==> config.mk <==
export PLATFORM = sky130hd
export DESIGN_NAME = spcprof_ctrl
export DESIGN_NICKNAME = d
export VERILOG_FILES = /design/src/sv/spcprof_pkg.sv /design/src/sv/spcprof_ctrl.sv
export SDC_FILE = /design/constraint.sdc
export NUM_CORES = 1
export LEC_CHECK = 0
export ABC_AREA = 1
export BUFFER_PORTS_ARGS = -buffer_cell sky130_fd_sc_hd__buf_2
export CAP_MARGIN = 20
export CORE_AREA = 2 2 39 41
export CTS_BUF_LIST = sky130_fd_sc_hd__clkbuf_4 sky130_fd_sc_hd__clkbuf_8
export DETAILED_ROUTE_END_ITERATION = 8
export DIE_AREA = 0 0 41 43
export PLACE_DENSITY_LB_ADDON = 0.25
export SYNTH_ARGS = -nofsm -noshare
export SYNTH_HDL_FRONTEND = slang
export SYNTH_SLANG_ARGS = --single-unit
==> constraint.sdc <==
create_clock -name clk -period 2.6 [get_ports clk]
set_input_delay 0.52 -clock clk [delete_from_list [all_inputs] [get_ports clk]]
set_output_delay 0.52 -clock clk [all_outputs]
set_load 0.1 [all_outputs]
==> src/sv/spcprof_pkg.sv <==
`default_nettype none
package spcprof_pkg;

  // Table geometry and report length.
  localparam int TABLE_DEPTH  = 4096;
  localparam int PROBE_LIMIT  = 8;
  localparam int REPORT_COUNT = 25;

  localparam int ADDR_W = $clog2(TABLE_DEPTH);
  localparam int PRB_W  = $clog2(PROBE_LIMIT + 1);
  localparam int RK_W   = $clog2(REPORT_COUNT + 1);

  localparam int CFG_IDX_W  = 1;
  localparam int CFG_DATA_W = 16;

  localparam logic [31:0] HASH_MUL    = 32'd2654435761;
  localparam logic [31:0] SAT32       = 32'hFFFF_FFFF;
  localparam logic [15:0] MASK_RESET  = 16'd1023;

  typedef enum logic [CFG_IDX_W-1:0] {
    CFG_ENABLE      = 1'b0,
    CFG_SAMPLE_MASK = 1'b1
  } cfg_index_t;

  typedef enum logic [3:0] {
    S_CLEAR,
    S_IDLE,
    S_HASH,
    S_PROBE_RD,
    S_PROBE_CHK,
    S_SCAN,
    S_SCAN_TAIL,
    S_DECIDE,
    S_TAKE,
    S_TAKE_WAIT,
    S_EMIT
  } state_t;

  // Commands from the controller to the datapath.
  typedef struct packed {
    logic clr;        // zero one hit entry of the clearing pass
    logic tick;       // dispatch item accepted while enabled
    logic hash;       // load the first probe slot from the hash
    logic probe_chk;  // judge the probed slot, update or step
    logic rep_init;   // start a report
    logic scan_init;  // start a search for the hottest entry
    logic scan_rd;    // read the next hit entry of the search
    logic mark_last;  // flag the held result as the final one
    logic take_rd;    // read the winner's pc and zero its count
    logic take_load;  // load the result register
  } cmd_t;

  // Status from the datapath to the controller.
  typedef struct packed {
    logic en;
    logic kind_rep;
    logic sample;
    logic total_zero;
    logic sweep_end;
    logic probe_match;
    logic probe_last;
    logic best_zero;
    logic pend;
    logic rep_full;
    logic out_last;
  } sts_t;

endpackage
`default_nettype wire

==> src/sv/spcprof_ctrl.sv <==
`default_nettype none
module spcprof_ctrl (
  input  wire logic              clk,
  input  wire logic              rst,
  input  wire logic              in_valid,
  output logic                   in_ready,
  output logic                   out_valid,
  input  wire logic              out_ready,
  input  wire spcprof_pkg::sts_t st,
  output spcprof_pkg::cmd_t      cmd
);

  spcprof_pkg::state_t state;
  spcprof_pkg::state_t state_next;

  always_ff @(posedge clk) begin
    if (rst) begin
      state <= spcprof_pkg::S_CLEAR;
    end else begin
      state <= state_next;
    end
  end

  always_comb begin
    state_next = state;
    case (state)
      spcprof_pkg::S_CLEAR: begin
        if (st.sweep_end) state_next = spcprof_pkg::S_IDLE;
      end
      spcprof_pkg::S_IDLE: begin
        if (in_valid && st.en) begin
          if (st.kind_rep) begin
            if (!st.total_zero) state_next = spcprof_pkg::S_SCAN;
          end else if (st.sample) begin
            state_next = spcprof_pkg::S_HASH;
          end
        end
      end
      spcprof_pkg::S_HASH:     state_next = spcprof_pkg::S_PROBE_RD;
      spcprof_pkg::S_PROBE_RD: state_next = spcprof_pkg::S_PROBE_CHK;
      spcprof_pkg::S_PROBE_CHK: begin
        if (st.probe_match || st.probe_last) begin
          state_next = spcprof_pkg::S_IDLE;
        end else begin
          state_next = spcprof_pkg::S_PROBE_RD;
        end
      end
      spcprof_pkg::S_SCAN: begin
        if (st.sweep_end) state_next = spcprof_pkg::S_SCAN_TAIL;
      end
      spcprof_pkg::S_SCAN_TAIL: state_next = spcprof_pkg::S_DECIDE;
      spcprof_pkg::S_DECIDE: begin
        if (st.pend) begin
          state_next = spcprof_pkg::S_EMIT;
        end else if (st.best_zero) begin
          state_next = spcprof_pkg::S_IDLE;
        end else begin
          state_next = spcprof_pkg::S_TAKE;
        end
      end
      spcprof_pkg::S_TAKE: state_next = spcprof_pkg::S_TAKE_WAIT;
      spcprof_pkg::S_TAKE_WAIT: begin
        if (st.rep_full) begin
          state_next = spcprof_pkg::S_EMIT;
        end else begin
          state_next = spcprof_pkg::S_SCAN;
        end
      end
      spcprof_pkg::S_EMIT: begin
        if (out_ready) begin
          if (st.out_last) begin
            state_next = spcprof_pkg::S_IDLE;
          end else begin
            state_next = spcprof_pkg::S_TAKE;
          end
        end
      end
      default: state_next = spcprof_pkg::S_IDLE;
    endcase
  end

  always_comb begin
    cmd       = '0;
    in_ready  = 1'b0;
    out_valid = 1'b0;
    case (state)
      spcprof_pkg::S_CLEAR: cmd.clr = 1'b1;
      spcprof_pkg::S_IDLE: begin
        in_ready = 1'b1;
        if (in_valid && st.en) begin
          if (st.kind_rep) begin
            cmd.rep_init  = !st.total_zero;
            cmd.scan_init = !st.total_zero;
          end else begin
            cmd.tick = 1'b1;
          end
        end
      end
      spcprof_pkg::S_HASH:      cmd.hash = 1'b1;
      spcprof_pkg::S_PROBE_CHK: cmd.probe_chk = 1'b1;
      spcprof_pkg::S_SCAN:      cmd.scan_rd = 1'b1;
      spcprof_pkg::S_DECIDE:    cmd.mark_last = st.pend && st.best_zero;
      spcprof_pkg::S_TAKE:      cmd.take_rd = 1'b1;
      spcprof_pkg::S_TAKE_WAIT: begin
        cmd.take_load = 1'b1;
        cmd.scan_init = !st.rep_full;
      end
      spcprof_pkg::S_EMIT:      out_valid = 1'b1;
      default: ;
    endcase
  end

  a_report_starts: assert property (@(posedge clk) disable iff (rst)
    (state == spcprof_pkg::S_IDLE && in_valid && st.en && st.kind_rep && !st.total_zero)
      |=> state == spcprof_pkg::S_SCAN)
    else $error("accepted report did not start a search");

  a_probe_ends: assert property (@(posedge clk) disable iff (rst)
    (state == spcprof_pkg::S_PROBE_CHK && st.probe_match) |=> in_ready)
    else $error("probe hit did not return to idle");

endmodule
`default_nettype wire
# Word level (Yosys, flattened, before mapping)
# Index checks and enable logic that the tools add are counted.
# totals
out_inout_bits	12
register_bits	4
latch_bits	0
rom_bits	0
memories	0
elab_cells	53
mem_bits_rw	0
input_bits	15
# classes
muxes	29
eq_ne	16
n_div	0
n_addsub	0
magnitude_cmp	0
n_reduce_logical	7
n_shift	0
mul	0
n_bitwise	0
# ops
operator	count
4-bit two-way mux	11
4-bit one-hot mux with 11 select lines	1
4-bit by 3-bit == test with 1-bit output, second input constant	4
1-bit two-way mux	13
4-bit == test, second input constant	3
4-bit by 2-bit == test with 1-bit output, second input constant	2
2-bit inequality test, second input constant	4
2-bit two-way mux	3
3-bit inequality test, second input constant	2
6-bit AND reduction	1
4-bit by 1-bit == test with 1-bit output, second input constant	1
4-bit logical NOT	1
1-bit logical AND	2
1-bit logical NOT	2
1-bit one-hot mux with 2 select lines	1
1-bit logical OR	1

# Longest topological paths before layout
# Gate-level depths: netlist of the first run.
# logic_depth
ltp_word	4
mapped_depth	10
depth_no_buf	10

# Worst setup path before layout of the first run
# OpenSTA, ideal clock, no wires.
# synth_path
path_kind	reg-to-output
startpoint	register state[3]
endpoint	output cmd[4] (netlist bit)
slack_ns	-1.443
stages_incl_launch_ff	6
arrival_time_ns	3.523
t_required_ns	2.080
path_cell_list	dfxtp_1 -> nor2_2 -> inv_2 -> nor2_4 -> nand2_2 -> o31ai_1
# synth_rtl
item	line_no	text
start, declared	spcprof_ctrl.sv:13	spcprof_pkg::state_t state;
start signal, assigned	spcprof_ctrl.sv:18	state <= spcprof_pkg::S_CLEAR;
start signal, assigned	spcprof_ctrl.sv:20	state <= state_next;
end, declared	spcprof_ctrl.sv:10	output spcprof_pkg::cmd_t cmd

==> metrics.json, run 1 <==
{
  "setup_path": {
    "timing.critical_path.slowest_cell_delay_ns": 0.45,
    "timing.critical_path.max_delay_family": "buffers and inverters",
    "critical_path_peak_fanout": 6,
    "cp_num_buf_inv": 2,
    "worst_path_max_delay_cell": "buf_2",
    "cp.arrival_ns": 1.74,
    "critPathLaunchType": "register",
    "worstPathCellList": "nor2_4 > inv_2 > nor2_4 > nand2_4 > o31ai_4 > buf_2",
    "worst_ep_required_time_ns": 2.08,
    "crit_top_cell": "nor2_4",
    "timing.setup.critical_path_class": "reg2out",
    "timing.critical_path.to_type": "output pin"
  },
  "placement": {
    "gp_congestion": 0.8267,
    "detailed_place_hpwl_um": 1118,
    "place.port_buffers": 26
  },
  "timing": {
    "fin_crit_ns": 2.263,
    "slew_headroom_pct": 67.70,
    "hold_ws_ns": 0.4791,
    "rsz_0062_raised_after_global_routing": "false",
    "timing.final.setup_violations": 0,
    "number_of_hold_violations_in_the_final_report": 0,
    "highest_clock_rate_mhz": 441.8,
    "fin_crit_sh_pct": 87.05,
    "slew_violations": 0,
    "final.setup_skew_ns": 0.0001992,
    "fin_setup_tns_ns": 0,
    "worst_slew_pin_slew_ns": 0.4879
  },
  "global_route": {
    "globalRouteTotalUtil_pct": 16.28,
    "overflow": 0,
    "antenna_found_initial": 0,
    "via_count_of_the_first_global_routing_pass": 526,
    "largest_net_degree_at_the_start_of_global_routing": 8,
    "grt_first_pass_wirelength_um": 2028
  },
  "pwr": {
    "power_report.internal_total_uw": 209.9,
    "irDropWorstVdd_uv": 351.8,
    "power.combinational.fraction_pct": 69.4,
    "clockPowerShare_pct": 14.1,
    "pwr-share-seq_pct": 16.5,
    "power.net_switching_uw": 335.3,
    "leakagePower_uw": 0.0004452,
    "netSwitchingFraction_pct": 61.50,
    "power.density_cell_area_mw_per_mm2": 737.2
  },
  "yosys": {
    "post_synth.cell_area_avg_um2": 5.584,
    "mapped_nets": 110,
    "synthesis.instances": 95,
    "seq_area_frac_synth_pct": 15.09,
    "syn-cell-area_um2": 530.5,
    "synth-seq-cells": 4,
    "synth_cell_types": 18,
    "warnings_from_yosys": 0
  },
  "cts": {
    "ctsHtreeMaxLevel": 1,
    "postCtsSetupRepairBufs": 0,
    "cts-buffers-inserted": 3,
    "clk_pin_slew_worst_paths_ns": 0.04,
    "worstSkewPairLatency_ns": 0.23,
    "postCtsHoldBufs": 0,
    "clock_sink_count": 4,
    "cts_tree": "done",
    "cts.root.buffer_cell": "clkbuf_4",
    "cts.repair.resized": 0,
    "cts_max_path_buffers": 2
  },
  "layout": {
    "number_of_flip_flops_under_the_largest_register_name": 4,
    "fillCellCount": 154,
    "nNetsFinal": 141,
    "antennaDiodeCount": 0,
    "drive_above_1_share_pct": 42.74,
    "reg.largest.list": "state (4)",
    "largest_register": "state",
    "flow.area_growth_from_synthesis_pct": 39.39
  },
  "floorplan": {
    "chipHeight_um": 43,
    "fp-row-count": 14,
    "floorplan.core_area_mm2": 0.001384,
    "dieArea_mm2": 0.001763,
    "floorplan.die.width_um": 41,
    "pin_count": 27,
    "initial_core_util_pct": 38.34
  },
  "routing": {
    "post_drt_via_cell_ratio": 4.557,
    "drt_first_pass_iters": 4,
    "via_count": 638,
    "ant_nets": 0,
    "wl_per_cell_um": 9.014,
    "detail_route.drc_violations": 0,
    "wl_um": 1262,
    "initialDrtViolationCount": 3
  },
  "outcome": {
    "result_of_the_run": "completed"
  },
  "worst_hold_path": {
    "holdCritPathClass": "in2reg"
  },
  "flow_run": {
    "max_cap_violations": 0
  }
}
[layout by cell type, fill, tap and decap left out, types with 2 or more instances in the layout]
cell / instances
nand3_1: 6
nor2_4: 5
nand2_1: 25
nand4_1: 2
nor2_1: 16
nand2_2: 4
inv_1: 13
a21oi_1: 3
buf_2: 26
clkbuf_4: 3
nand2_4: 4
inv_2: 5
o21ai_0: 2
dfxtp_1: 3
[cell families (layout without fill, tap and decap cells)]
family	after synthesis	after routing	synth area share [%]
AO/OA/AOI/OAI	7	7	7.783
AND/OR/NAND/NOR	66	66	64.39
flip-flops	4	4	15.09
buffers and inverters	18	47	12.74
[per-layer routing]
layer	vias up	wire length (µm)	global-route usage (%)
met4	0	8	6.000
met5	-	0	0
met2	15	609	24.06
met3	2	59	1.571
li1	349	-	-
met1	272	585	23.55
[power groups by stage]
stage               logic (µW)  registers [µW]  clock network (µW)
finish                     378            89.8                77.0
global placement           378            89.6                   0
CTS                        382            89.4                81.3
detailed placement         381            90.3                   0
global route               409            91.1                81.7
floorplan                  322            87.9                   0
[area by class of cell]
type / count / area, µm² / area share (%)
Timing Repair Buffer: 26 / 130.1 / 17.60
Sequential cell: 4 / 81.33 / 11.00
Clock buffer: 3 / 22.52 / 3.046
Tap cell: 16 / 20.02 / 2.707
Inverter: 18 / 67.56 / 9.137
Multi-Input combinational cell: 73 / 417.9 / 56.51
[path summary, 6_finish.rpt]
| kind | start | endpoint | slack (ns) | depth (start not counted) |
|---|---|---|---|---|
| setup / recovery | state[3] | cmd[4] | 0.34 | 6 |
| setup reg to reg | state[1] | state[0] | 1.28 | 9 |
| hold / removal | rst | state[3] | 0.48 | 2 |
| hold reg to reg | state[0] | state[0] | 0.67 | 4 |
[worst register-to-register path, stage by stage, from the launching register on]
cell,delay [ns]
dfxtp_1,0.46
inv_2,0.08
nand2_4,0.11
nor2_4,0.06
nand2_1,0.14
nand2_1,0.07
nor2_1,0.11
nand2_1,0.07
nor2_1,0.08
nor2_1,0.05
[metrics by stage]
| stage | cell area, µm² | util [%] | std cells | power (µW) | setup slack (ns) |
|---|---|---|---|---|---|
| 2_1_floorplan | 566.8 | - | 95 | 409.7 | -0.08674 |
| 3_3_place_gp | 716.9 | 51.81 | 137 | 468.0 | 0.6007 |
| 3_5_place_dp | 716.9 | 51.81 | 137 | 471.1 | 0.5676 |
| 4_1_cts | 739.5 | 53.44 | 140 | 552.3 | 0.3197 |
| 5_1_grt | 739.5 | 53.44 | 140 | 581.6 | 0.2376 |
| 6_report | 739.5 | 53.44 | 140 | 545.2 | 0.3368 |
[cell usage after synthesis]
cell type | instances | area [µm²]
nor2_1 | 16 | 60.06
o21ai_2 | 1 | 8.760
nor3_1 | 1 | 5.000
inv_1 | 13 | 48.80
nor2_2 | 2 | 12.51
nand2_4 | 3 | 33.78
nand3_1 | 6 | 30.03
dfxtp_1 | 4 | 80.08
nand2_2 | 5 | 31.28
inv_2 | 5 | 18.77
nand3_2 | 1 | 10.01
o21ai_0 | 2 | 10.01
nand4_1 | 2 | 12.51
nor2_4 | 4 | 45.04
nand2_1 | 25 | 93.84
o31ai_1 | 1 | 7.510
a21oi_1 | 3 | 15.01
nand3b_1 | 1 | 7.510
Power figures use the tool's default switching activity.
==> inputs of run 2 (changes only) <==
--- a/config.mk
+++ b/config.mk
@@ -13,6 +13,7 @@
 export DETAILED_ROUTE_END_ITERATION = 8
 export DIE_AREA = 0 0 41 43
 export PLACE_DENSITY_LB_ADDON = 0.25
+export RECOVER_POWER = 50
 export SYNTH_ARGS = -nofsm -noshare
 export SYNTH_HDL_FRONTEND = slang
 export SYNTH_SLANG_ARGS = --single-unit
==> metrics.json, run 2 (synthesis gave the netlist of run 1 again) <==
{
  "routing": {
    "wl_per_cell_um": 9.129,
    "post_drt_via_cell_ratio": 4.657,
    "detail_route.drc_violations": 0,
    "ant_nets": 0,
    "initialDrtViolationCount": 4,
    "via_count": 652,
    "drt_first_pass_iters": 4,
    "wl_um": 1278
  },
  "floorplan": {
    "floorplan.die.width_um": 41,
    "initial_core_util_pct": 38.34,
    "pin_count": 27,
    "dieArea_mm2": 0.001763,
    "fp-row-count": 14,
    "floorplan.core_area_mm2": 0.001384,
    "chipHeight_um": 43
  },
  "pwr": {
    "power_report.internal_total_uw": 200.7,
    "power.density_cell_area_mw_per_mm2": 730.6,
    "pwr-share-seq_pct": 16.3,
    "power.net_switching_uw": 326.7,
    "clockPowerShare_pct": 14.8,
    "netSwitchingFraction_pct": 61.94,
    "power.total_uw": 527.4,
    "power.combinational.fraction_pct": 68.9,
    "leakagePower_uw": 0.0004396,
    "irDropWorstVdd_uv": 345.7
  },
  "setup_path": {
    "timing.reg2reg.setup_slack_ns": 1.16,
    "timing.critical_path.to_type": "output pin",
    "timing.critical_path.max_delay_family": "buffers and inverters",
    "regToRegEndpoint": "state[0]",
    "critical_path_peak_fanout": 7,
    "cp.arrival_ns": 1.80,
    "worst_path_max_delay_cell": "buf_2",
    "ff2ff_path_depth": 9,
    "critical_path_cell_count": 6,
    "critPathLaunchType": "register",
    "worst_ep_required_time_ns": 2.08,
    "critPathLaunch": "state[1]",
    "worstPathCellList": "inv_2 > nand2_1 > nor2_4 > nand2_4 > o31ai_4 > buf_2",
    "timing.rr.start": "state[1]",
    "timing.critical_path.slowest_cell_delay_ns": 0.45,
    "cp_num_buf_inv": 2,
    "timing.setup.critical_path_class": "reg2out",
    "setup.worst_path.end": "cmd[4]"
  },
  "timing": {
    "hold_ws_ns": 0.4773,
    "timing.final.setup_violations": 0,
    "slew_violations": 0,
    "fin_crit_sh_pct": 89.25,
    "number_of_hold_violations_in_the_final_report": 0,
    "fin_setup_tns_ns": 0,
    "slew_headroom_pct": 64.10,
    "worst_slew_pin_slew_ns": 0.5408,
    "rsz_0062_raised_after_global_routing": "false",
    "highest_clock_rate_mhz": 431.0,
    "final.setup_skew_ns": 0.0004088,
    "fin_crit_ns": 2.320
  },
  "placement": {
    "place.port_buffers": 26,
    "placed_cells": 137,
    "detailed_place_hpwl_um": 1118,
    "gp_congestion": 0.8267
  },
  "layout": {
    "drive_above_1_share_pct": 39.52,
    "antennaDiodeCount": 0,
    "mostFrequentLayoutCell": "nand2_1",
    "nNetsFinal": 141,
    "reg.largest.list": "state (4)",
    "fillCellCount": 157,
    "layout_common_cells": "nand2_1 (27), buf_2 (22), nor2_1 (17)",
    "number_of_flip_flops_under_the_largest_register_name": 4,
    "multi_input_area_um2": 400.4,
    "largest_register": "state",
    "regArea_um2": 81.33,
    "finish.cell_count_without_fillers": 140,
    "flow.area_growth_from_synthesis_pct": 36.08
  },
  "cts": {
    "ctsHtreeMaxLevel": 1,
    "worstSkewPairLatency_ns": 0.24,
    "clock_sink_count": 4,
    "postCtsSetupRepairBufs": 0,
    "cts-buffers-inserted": 3,
    "cts_max_path_buffers": 2,
    "cts.root.buffer_cell": "clkbuf_4",
    "postCtsHoldBufs": 0,
    "clk_pin_slew_worst_paths_ns": 0.04,
    "cts.repair.resized": 0,
    "cts_tree": "done"
  },
  "global_route": {
    "largest_net_degree_at_the_start_of_global_routing": 8,
    "via_count_of_the_first_global_routing_pass": 526,
    "grt_first_pass_wirelength_um": 2028,
    "antenna_found_initial": 0,
    "globalRouteTotalUtil_pct": 16.28,
    "overflow": 0
  },
  "worst_hold_path": {
    "holdCritPathClass": "in2reg"
  },
  "flow_run": {
    "max_cap_violations": 0
  },
  "outcome": {
    "result_of_the_run": "completed"
  }
}
run 2: cell types whose count changed in the layout (fill, tap and decap cells not counted), sizes merged:
cell	change
buf	-4
clkbuf	+4
run 2: through the flow:
stage | instance area [µm²] | worst slack (ns) | utilization [%]
floorplan | 566.8 | -0.08674 | -
finish | 721.9 | 0.2796 | 52.17
CTS | 739.5 | 0.3197 | 53.44
detailed placement | 716.9 | 0.5676 | 51.81
global route | 721.9 | 0.1814 | 52.17
global placement | 716.9 | 0.6007 | 51.81
run 2: how the worst min path moves through the flow:
stage / startpoint / endpoint / slack, ns / cells past startpoint
floorplan: rst / state[3] / 0.58 / 1
global route: rst / state[3] / 0.49 / 2
global placement: state[0] / state[0] / 0.65 / 4
detailed placement: state[0] / state[0] / 0.66 / 4
finish: rst / state[3] / 0.48 / 2
CTS: rst / state[3] / 0.47 / 2
run 2: layout make-up:
cell class / instances / share of cell area (%)
clock buffers: 3 / 3.120
inverters: 18 / 9.359
multi-input cells: 73 / 55.46
flip-flops and latches: 4 / 11.27
well taps: 16 / 2.773
repair buffers: 26 / 18.02
run 2: per-layer routing:
| metal | routed length (µm) | GRT usage [%] | vias up | part of all wire (%) |
|---|---|---|---|---|
| met3 | 69 | 1.571 | 2 | 5.4 |
| met1 | 581 | 23.55 | 278 | 45 |
| met5 | 0 | 0 | - | 0 |
| met4 | 8 | 6.000 | 0 | 0.63 |
| li1 | - | - | 349 | - |
| met2 | 619 | 24.06 | 23 | 48 |
run 2: power by group through the flow:
| stage | Clock, µW | Combinational [µW] | Sequential (µW) |
|---|---|---|---|
| after global placement | 0 | 378 | 89.6 |
| after detailed placement | 0 | 381 | 90.3 |
| after floorplan | 0 | 322 | 87.9 |
| final | 78.0 | 364 | 85.9 |
| after global routing | 81.7 | 393 | 87.1 |
| after CTS | 81.3 | 382 | 89.4 |
==> inputs of run 3 (changes only) <==
--- a/config.mk
+++ b/config.mk
@@ -5,13 +5,11 @@
 export SDC_FILE = /design/constraint.sdc
 export NUM_CORES = 1
 export LEC_CHECK = 0
-export ABC_AREA = 1
 export BUFFER_PORTS_ARGS = -buffer_cell sky130_fd_sc_hd__buf_2
 export CAP_MARGIN = 20
-export CORE_AREA = 2 2 39 41
+export CORE_UTILIZATION = 42
 export CTS_BUF_LIST = sky130_fd_sc_hd__clkbuf_4 sky130_fd_sc_hd__clkbuf_8
 export DETAILED_ROUTE_END_ITERATION = 8
-export DIE_AREA = 0 0 41 43
 export PLACE_DENSITY_LB_ADDON = 0.25
 export RECOVER_POWER = 50
 export SYNTH_ARGS = -nofsm -noshare
==> constraint.sdc (replaced) <==
create_clock -name clk -period 1.99 [get_ports clk]
set_input_delay 0.398 -clock clk [delete_from_list [all_inputs] [get_ports clk]]
set_output_delay 0.398 -clock clk [all_outputs]
set_load 0.1 [all_outputs]
==> metrics.json, run 3 <==
{
  "floorplan": {
    "pin_count": 27,
    "floorplan.die.width_um": 38.78,
    "fp-row-count": 12,
    "initial_core_util_pct": 47.89,
    "chipHeight_um": 38.78,
    "floorplan.core_area_mm2": 0.001186,
    "dieArea_mm2": 0.001504
  },
  "routing": {
    "wl_per_cell_um": 14.54,
    "via_count": 727,
    "post_drt_via_cell_ratio": 5.816,
    "drt_first_pass_iters": 4,
    "detail_route.drc_violations": 0,
    "initialDrtViolationCount": 28,
    "wl_um": 1817,
    "ant_nets": 0
  },
  "cts": {
    "clock_sink_count": 4,
    "cts_max_path_buffers": 2,
    "cts-buffers-inserted": 3,
    "worstSkewPairLatency_ns": 0.23,
    "ctsHtreeMaxLevel": 1,
    "cts.root.buffer_cell": "clkbuf_4",
    "clk_pin_slew_worst_paths_ns": 0.04,
    "postCtsHoldBufs": 0,
    "cts_tree": "done"
  },
  "setup_path": {
    "critPathLaunchType": "register",
    "cp_num_buf_inv": 1,
    "critical_path_peak_fanout": 15,
    "setup.worst_path.end": "cmd[6]",
    "worst_path_max_delay_cell": "nor3b_1",
    "timing.setup.critical_path_class": "reg2out",
    "worst_ep_required_time_ns": 1.59,
    "worstPathCellList": "or2_4 > nor3b_1 > buf_12",
    "critical_path_cell_count": 3,
    "regToRegEndpoint": "state[1]",
    "timing.rr.start": "state[3]",
    "ff2ff_path_depth": 3,
    "timing.reg2reg.setup_slack_ns": 0.40,
    "timing.critical_path.to_type": "output pin",
    "timing.critical_path.slowest_cell_delay_ns": 0.39,
    "timing.critical_path.max_delay_family": "simple AND/OR/NAND/NOR gates",
    "critPathLaunch": "state[3]",
    "cp.arrival_ns": 1.53
  },
  "timing": {
    "fin_crit_sh_pct": 96.90,
    "slew_headroom_pct": 57.43,
    "final.setup_skew_ns": 0.0002293,
    "timing.final.setup_violations": 0,
    "number_of_hold_violations_in_the_final_report": 0,
    "slew_violations": 0,
    "highest_clock_rate_mhz": 518.6,
    "worst_slew_pin_slew_ns": 0.6306,
    "fin_crit_ns": 1.928,
    "rsz_0062_raised_after_global_routing": "false",
    "final_critical_path_setup_slack_ns": 0.06174
  },
  "yosys": {
    "synth_cell_types": 37,
    "count_of_flip_flops_with_a_built_in_enable_after_synthesis": 0,
    "warnings_from_yosys": 0,
    "asyncSetResetFlopFracSynth_pct": 0,
    "synthesis.instances": 84,
    "synth_top_cell_area_share_pct": 14.10,
    "synth-seq-cells": 4,
    "mapped_nets": 99,
    "leading_cell_type_by_number_of_instances_after_synthesis": "nor2_1",
    "synth_common_cells": "nor2_1 (13), nand2_1 (8), nand2b_1 (6)",
    "seq_area_frac_synth_pct": 14.10,
    "syn-cell-area_um2": 568.0,
    "postSynth.topFlopCell": "dfxtp_1",
    "leading_area_contributor_after_synthesis": "dfxtp_1",
    "synth.area.top_cells": "dfxtp_1 (14%), nor2_1 (8.6%), nand2b_1 (6.6%)",
    "post_synth.cell_area_avg_um2": 6.762
  },
  "worst_hold_path": {
    "holdCritPathClass": "in2reg",
    "hold_depth": 3
  },
  "layout": {
    "layout_common_cells": "buf_2 (15), buf_12 (11), nand2_1 (8), nor2_1 (8), nand2b_1 (5)",
    "largest_register": "state",
    "antennaDiodeCount": 0,
    "number_of_flip_flops_under_the_largest_register_name": 4,
    "drive_above_1_share_pct": 45.05,
    "post-route-util_pct": 80.59,
    "reg.largest.list": "state (4)",
    "non_filler_cell_area_final_um2": 955.9,
    "finish.cell_count_without_fillers": 125,
    "flow.area_growth_from_synthesis_pct": 68.28,
    "mostFrequentLayoutCell": "buf_2",
    "nNetsFinal": 128
  },
  "placement": {
    "placed_cells": 121,
    "detailed_place_hpwl_um": 1445,
    "dp_slack_ns": 0.1490,
    "placed_cell_area_um2": 948.4,
    "place.port_buffers": 26,
    "gp_congestion": 0.9358
  },
  "flow_run": {
    "max_cap_violations": 0
  },
  "global_route": {
    "antenna_found_initial": 0,
    "overflow": 0,
    "largest_net_degree_at_the_start_of_global_routing": 16,
    "globalRouteTotalUtil_pct": 26.46,
    "via_count_of_the_first_global_routing_pass": 632,
    "grt_first_pass_wirelength_um": 2697
  },
  "outcome": {
    "result_of_the_run": "completed"
  },
  "pwr": {
    "irDropWorstVdd_uv": 471.8,
    "power.density_cell_area_mw_per_mm2": 373.0,
    "leakagePower_uw": 0.0003590
  }
}
run 3: routing by layer:
layer  share of wire (%)  track usage, %  up-vias
met5                   0               0        -
met4                 1.1           11.21        0
met3                 3.7           4.624        4
met2                  50           44.17       29
met1                  45           32.76      336
li1                    -               -      358
run 3: per-stage QoR:
step                      total power (µW)  hold slack, ns  setup TNS [ns]
final                                356.6          0.4798               0
after CTS                            358.6          0.4706               0
after global placement               251.2          0.6272               0
after global routing                 367.0          0.5136               0
after floorplan                      194.5          0.5374          -2.126
after detailed placement             255.5          0.6612               0
run 3: worst min-delay path by stage:
| stage | startpoint | endpoint | slack [ns] |
|---|---|---|---|
| after global placement | state[0] | state[2] | 0.63 |
| after CTS | rst | state[0] | 0.47 |
| final | rst | state[0] | 0.48 |
| after floorplan | rst | state[0] | 0.54 |
| after detailed placement | state[0] | state[2] | 0.66 |
| after global routing | rst | state[0] | 0.51 |
run 3: cell type report:
| class | count | area [µm²] |
|---|---|---|
| fillers | 79 | 230.2 |
| flip-flops and latches | 4 | 85.08 |
| inverters | 2 | 7.507 |
| well taps | 14 | 17.52 |
| clock buffers | 3 | 22.52 |
| repair buffers | 30 | 325.3 |
| multi-input cells | 72 | 498.0 |
run 3: kinds of logic after synthesis:
kind of cell	after synthesis	share of synthesized area (%)
buf+inv	8	8.149
simple gates	44	40.75
xor+xnor	1	1.542
compound gates	27	35.47
flops	4	14.10
run 3: worst reg2reg max path: cells and delay by family (launching register included):
kind	cells	cell delay, ns
compound gates	2	0.77
flops	1	0.38
simple gates	1	0.29
run 3: timing repair:
item	in CTS	in global routing
resized for setup	2	1
setup buffers	1	0
setup endpoints to repair	3	1
pin swaps	1	2
run 3: power breakdown:
part           switching, µW  internal [µW]
Combinational            106           66.2
Sequential              4.03           81.7
Clock                   31.3           67.3
Total                    141            215
